[src/hdl/fire_effect_frame_step_unit_macros.svh]
// Assertion helpers for the fire step unit. The user supplies clk and rst_n.
`ifndef FIRE_EFFECT_FRAME_STEP_UNIT_MACROS_SVH
`define FIRE_EFFECT_FRAME_STEP_UNIT_MACROS_SVH

// Same-cycle implication, quiet during reset.
`define FE_ASSERT_IMP(lbl, ante, cons) \
    lbl: assert property (@(posedge clk) disable iff (!rst_n) (ante) |-> (cons)) \
        else $error("fire step unit: same-cycle check failed");

// Next-cycle implication, quiet during reset.
`define FE_ASSERT_NEXT(lbl, ante, cons) \
    lbl: assert property (@(posedge clk) disable iff (!rst_n) (ante) |=> (cons)) \
        else $error("fire step unit: next-cycle check failed");

`endif

[src/hdl/fe_pkg.sv]
`default_nettype none

package fe_pkg;

    // Grid geometry
    localparam int COLS       = 32;
    localparam int ROWS       = 128;
    localparam int COL_W      = $clog2(COLS);
    localparam int ROW_W      = $clog2(ROWS);
    localparam int ADDR_W     = ROW_W + COL_W;
    localparam int GRID_DEPTH = 1 << ADDR_W;

    // Heat cells and seeding
    localparam int HEAT_W    = 8;
    localparam int SEED_W    = 32;
    localparam int SEED_IDX_W = $clog2(SEED_W);
    localparam int SUM_W     = HEAT_W + 3;
    localparam int SUM_SHIFT = 3;

    typedef logic [HEAT_W-1:0] heat_t;

    localparam heat_t HEAT_MAX    = 8'd255;
    localparam heat_t FIRE_KNEE   = 8'd148;
    localparam heat_t QUIT_KNEE   = 8'd200;
    localparam heat_t DECAY_FLOOR = 8'd4;

    typedef enum logic [1:0] {
        CMD_FIRE = 2'd0,
        CMD_QUIT = 2'd1,
        CMD_READ = 2'd2
    } cmd_t;

    typedef enum logic [2:0] {
        ST_IDLE,
        ST_HOT,
        ST_PRIME,
        ST_SWEEP,
        ST_FLUSH,
        ST_RDATA,
        ST_DONE
    } state_t;

    // 3x3 neighbourhood around the current cell; left column already processed
    typedef struct packed {
        heat_t up_l;
        heat_t up_c;
        heat_t up_r;
        heat_t mid_l;
        heat_t mid_c;
        heat_t mid_r;
        heat_t low_l;
        heat_t low_c;
        heat_t low_r;
    } window_t;

endpackage

`default_nettype wire

[src/hdl/fe_cell_unit.sv]
`default_nettype none

// Average the eight neighbours into the cell above and decay the centre cell.
module fe_cell_unit (
    input  fe_pkg::window_t win,
    input  logic            quit,
    output fe_pkg::heat_t   new_heat,
    output fe_pkg::heat_t   dec_heat
);
    import fe_pkg::*;

    logic [SUM_W-1:0] sum;

    always_comb
    begin
        sum = SUM_W'(win.up_l) + SUM_W'(win.up_c) + SUM_W'(win.up_r)
            + SUM_W'(win.mid_l) + SUM_W'(win.mid_r)
            + SUM_W'(win.low_l) + SUM_W'(win.low_c) + SUM_W'(win.low_r);
        new_heat = sum[SUM_W-1:SUM_SHIFT];
    end

    always_comb
    begin
        if (quit)
        begin
            priority if (win.mid_c > QUIT_KNEE)
                dec_heat = win.mid_c - 8'd2;
            else if (win.mid_c > DECAY_FLOOR)
                dec_heat = win.mid_c - 8'd1;
            else
                dec_heat = win.mid_c;
        end
        else
        begin
            priority if (win.mid_c > FIRE_KNEE)
                dec_heat = win.mid_c - 8'd1;
            else if (win.mid_c > DECAY_FLOOR)
                dec_heat = win.mid_c - 8'd2;
            else
                dec_heat = win.mid_c;
        end
    end

endmodule

`default_nettype wire

[config.mk]
export PLATFORM = sky130hd
export DESIGN_NAME = fe_cell_unit
export DESIGN_NICKNAME = d
export VERILOG_FILES = /design/src/hdl/fire_effect_frame_step_unit_macros.svh /design/src/hdl/fe_pkg.sv /design/src/hdl/fe_cell_unit.sv
export SDC_FILE = /design/constraint.sdc
export NUM_CORES = 1
export LEC_CHECK = 0
export BUFFER_PORTS_ARGS = -buffer_cell sky130_fd_sc_hd__clkbuf_2
export CORE_MARGIN = 2
export CORE_UTILIZATION = 35
export DETAILED_ROUTE_END_ITERATION = 10
export GPL_TIMING_DRIVEN = 0
export PLACE_DENSITY_LB_ADDON = 0.08
export SETUP_SLACK_MARGIN = 0.4
export SYNTH_ARGS = -nofsm -noshare
export SYNTH_HDL_FRONTEND = slang
export SYNTH_SLANG_ARGS = --single-unit
export TNS_END_PERCENT = 20
[constraint.sdc]
create_clock -name vclk -period 5.09
set_clock_uncertainty 0.2 [all_clocks]
set_input_delay 0.7635 -clock vclk [all_inputs]
set_output_delay 0.7635 -clock vclk [all_outputs]
set_load 0.03 [all_outputs]
==> impl_results.md <==
* Pwr Density at 731 nW/um^2
* NetSw at 1.10 mW
* Wirelength per Cell at 9.48 um
* Final WS setup at -0.253 ns
* Yosys warns at 0
* Number of cells produced by synthesis at 245
* Share of cells above drive strength 1 at 0.386
* MaxCap Viol Count at 0
* Combinational power share at 1.000
* Drt drc at 0
* Vias at 1775
* Synth Cell Area at 2070 sq um
* Sequential Power Share at 0
* Slew HR at 0.741
* Final Net Count at 472
* Core Region at 5610 sq um
* Synth area leaders: fa_1, inv_1, ha_1
* Status: complete, but fails checks
* Maximum vdd ir drop at 0.730 mV
* Seq cells at 0
* Gp weighted congestion at 0.767
* Yosys cell types at 41
* Synth area leader: fa_1
* Post-synth top area share at 0.446
* Die area at 6540 sq um
* Crit path time final at 5.34 ns
* Worst Path Required at 4.13 ns
* Global-route wire length before repair at 6470 um
* Max-slew violation count at 0
* Power, Total at 2.08 mW
* Number of I/O port buffers at 87
* Static Leak at 1.62 nW
* Placement Rows at 27
* Routed WL at 3880 um
* Fmax at 187 MHz
* Setup TNS Final at -0.745 ns
* Placement Cell Area at 2680 sq um
* Diode count at 0
* Startpoint class of the critical path: input port
* CP Max Fanout at 2
* GR Overflow Total at 0
* Synthesis-to-finish area growth at 37.7%
* Design Area, Final at 2850 sq um
* RSZ-0062 raised after global routing: true
* Starting Density at 0.369
* Register area at 0 sq um
* Die width at 80.9 um
* Post-DRT Antenna Nets at 0
* Failing checks: setup timing
* Crit. End Element: output port
* Gr usage total at 0.117
* Via density at 4.34
* Worst Path Arrival at 4.38 ns
* # IOs at 89
* Switching share of power at 0.528
* Power share of the clock group at 0
* HPWL after DPL at 3560 um
* Pin count of the biggest net entering global routing at 11
* Internal at 0.983 mW
* Initial antenna violation count at 0
* Vias in the first global route at 1642
* CP Class: in2out
* Hold Fails Final Rpt at 0
* Hold Crit Class: in2out
* Die Span Y at 80.9 um
* Setup-failing EPs final at 4
* Tcrit/Tclk final at 1.05
* Worst Tran Pin Value at 0.388 ns
* CLK BUF at 0
* Seq/Total Area, Yosys at 0
* Iteration-0 DRC Markers at 36
* Syn Area/Cell at 8.44 sq um
* Syn Nets at 378
* Place WS at -0.476 ns
* Fill cell count at 579
* First-pass DRT Iterations at 4
[cells in the mapped netlist, drive strengths merged (2+ instances only)]
library cell and n:
a21oi 8, a22o 2, a31oi 4, buf 2, fa 46, ha 14
inv 101, nand2 8, nand2b 3, nand3 3, nor2 6, nor2b 3
nor3 3, nor3b 2, o211a 2, o21a 4, o21ai 9, o21bai 3
xnor2 4, xor2 2
[timing repair]
| item | in CTS | in global routing |
|---|---|---|
| resized for setup | 14 | 20 |
| setup endpoints to repair | 8 | 8 |
| pin swaps | 5 | 21 |
| setup buffers | 2 | 3 |
| hold buffers | 0 | 0 |
[layout make-up]
type,count,area (sq um),area share
Inverter,101,389,0.137
Buffer,3,22.5,0.00791
Multi-Input combinational cell,141,1800,0.631
Timing Repair Buffer,92,548,0.193
Tap cell,72,90.1,0.0316
[metal layers]
layer,part of all wire,up-vias,global-route usage
met3,0.061,0,0.0111
met4,0,0,0
li1,-,909,-
met5,0,-,0
met2,0.52,48,0.210
met1,0.42,818,0.163
[power groups by stage]
stage          combinational [mW]  clock, mW  sequential [mW]
6_report                     2.08          0                0
5_1_grt                      2.26          0                0
4_1_cts                      1.92          0                0
3_5_place_dp                 1.65          0                0
3_3_place_gp                 1.64          0                0
2_1_floorplan                1.30          0                0
[metrics by stage]
step / cells / hold slack, ns / utilization
after detailed placement: 404 / 1.72 / 0.478
after CTS: 406 / 1.73 / 0.493
after global routing: 409 / 1.75 / 0.508
final: 409 / 1.72 / 0.508
after global placement: 404 / 1.73 / 0.478
after floorplan: 245 / 1.52 / -
[worst paths after layout]
path	start	endpoint	slack, ns	cells after the start
min	win[32]	dec_heat[0]	1.72	3
max	win[26]	new_heat[5]	-0.25	16
[cells by family (layout without fill, tap and decap cells)]
family          count (synthesis)  count (layout)  synth area share
mux                             1               1           0.00484
compound gates                 42              42             0.150
simple gates                   32              32            0.0950
xor+xnor                        6               6            0.0254
buf+inv                       104             196             0.194
fa+ha+maj                      60              60             0.530
[placed cells by master, fill, tap and decap left out, types with 3 or more instances in the layout]
| cell | synthesis | routed |
|---|---|---|
| fa_1 | 46 | 44 |
| o21bai_1 | 3 | 3 |
| nor3_1 | 3 | 3 |
| a21oi_1 | 8 | 3 |
| clkbuf_8 | 0 | 4 |
| nand2b_1 | 3 | 3 |
| o21a_1 | 3 | 3 |
| o21ai_2 | 1 | 4 |
| clkbuf_2 | 0 | 76 |
| buf_4 | 2 | 8 |
| buf_6 | 0 | 4 |
| ha_4 | 0 | 3 |
| ha_1 | 14 | 11 |
| a31oi_1 | 4 | 4 |
| inv_1 | 101 | 94 |
| o21ai_0 | 8 | 5 |
| nand2_1 | 8 | 8 |
| nor2_1 | 6 | 6 |
| a21oi_2 | 0 | 4 |
| inv_2 | 0 | 5 |
[critical path, cell delays in order]
cell and delay [ns]:
buf_6 0.07, inv_2 0.03, fa_1 0.54, inv_2 0.04
fa_2 0.56, fa_1 0.44, fa_1 0.50, nor2b_4 0.15
fa_2 0.34, a21o_1 0.18, a21oi_2 0.13, o21bai_1 0.10
a21oi_2 0.14, buf_6 0.13, xnor2_4 0.12, buf_8 0.14
No activity file was read; power rests on OpenSTA's default activity.
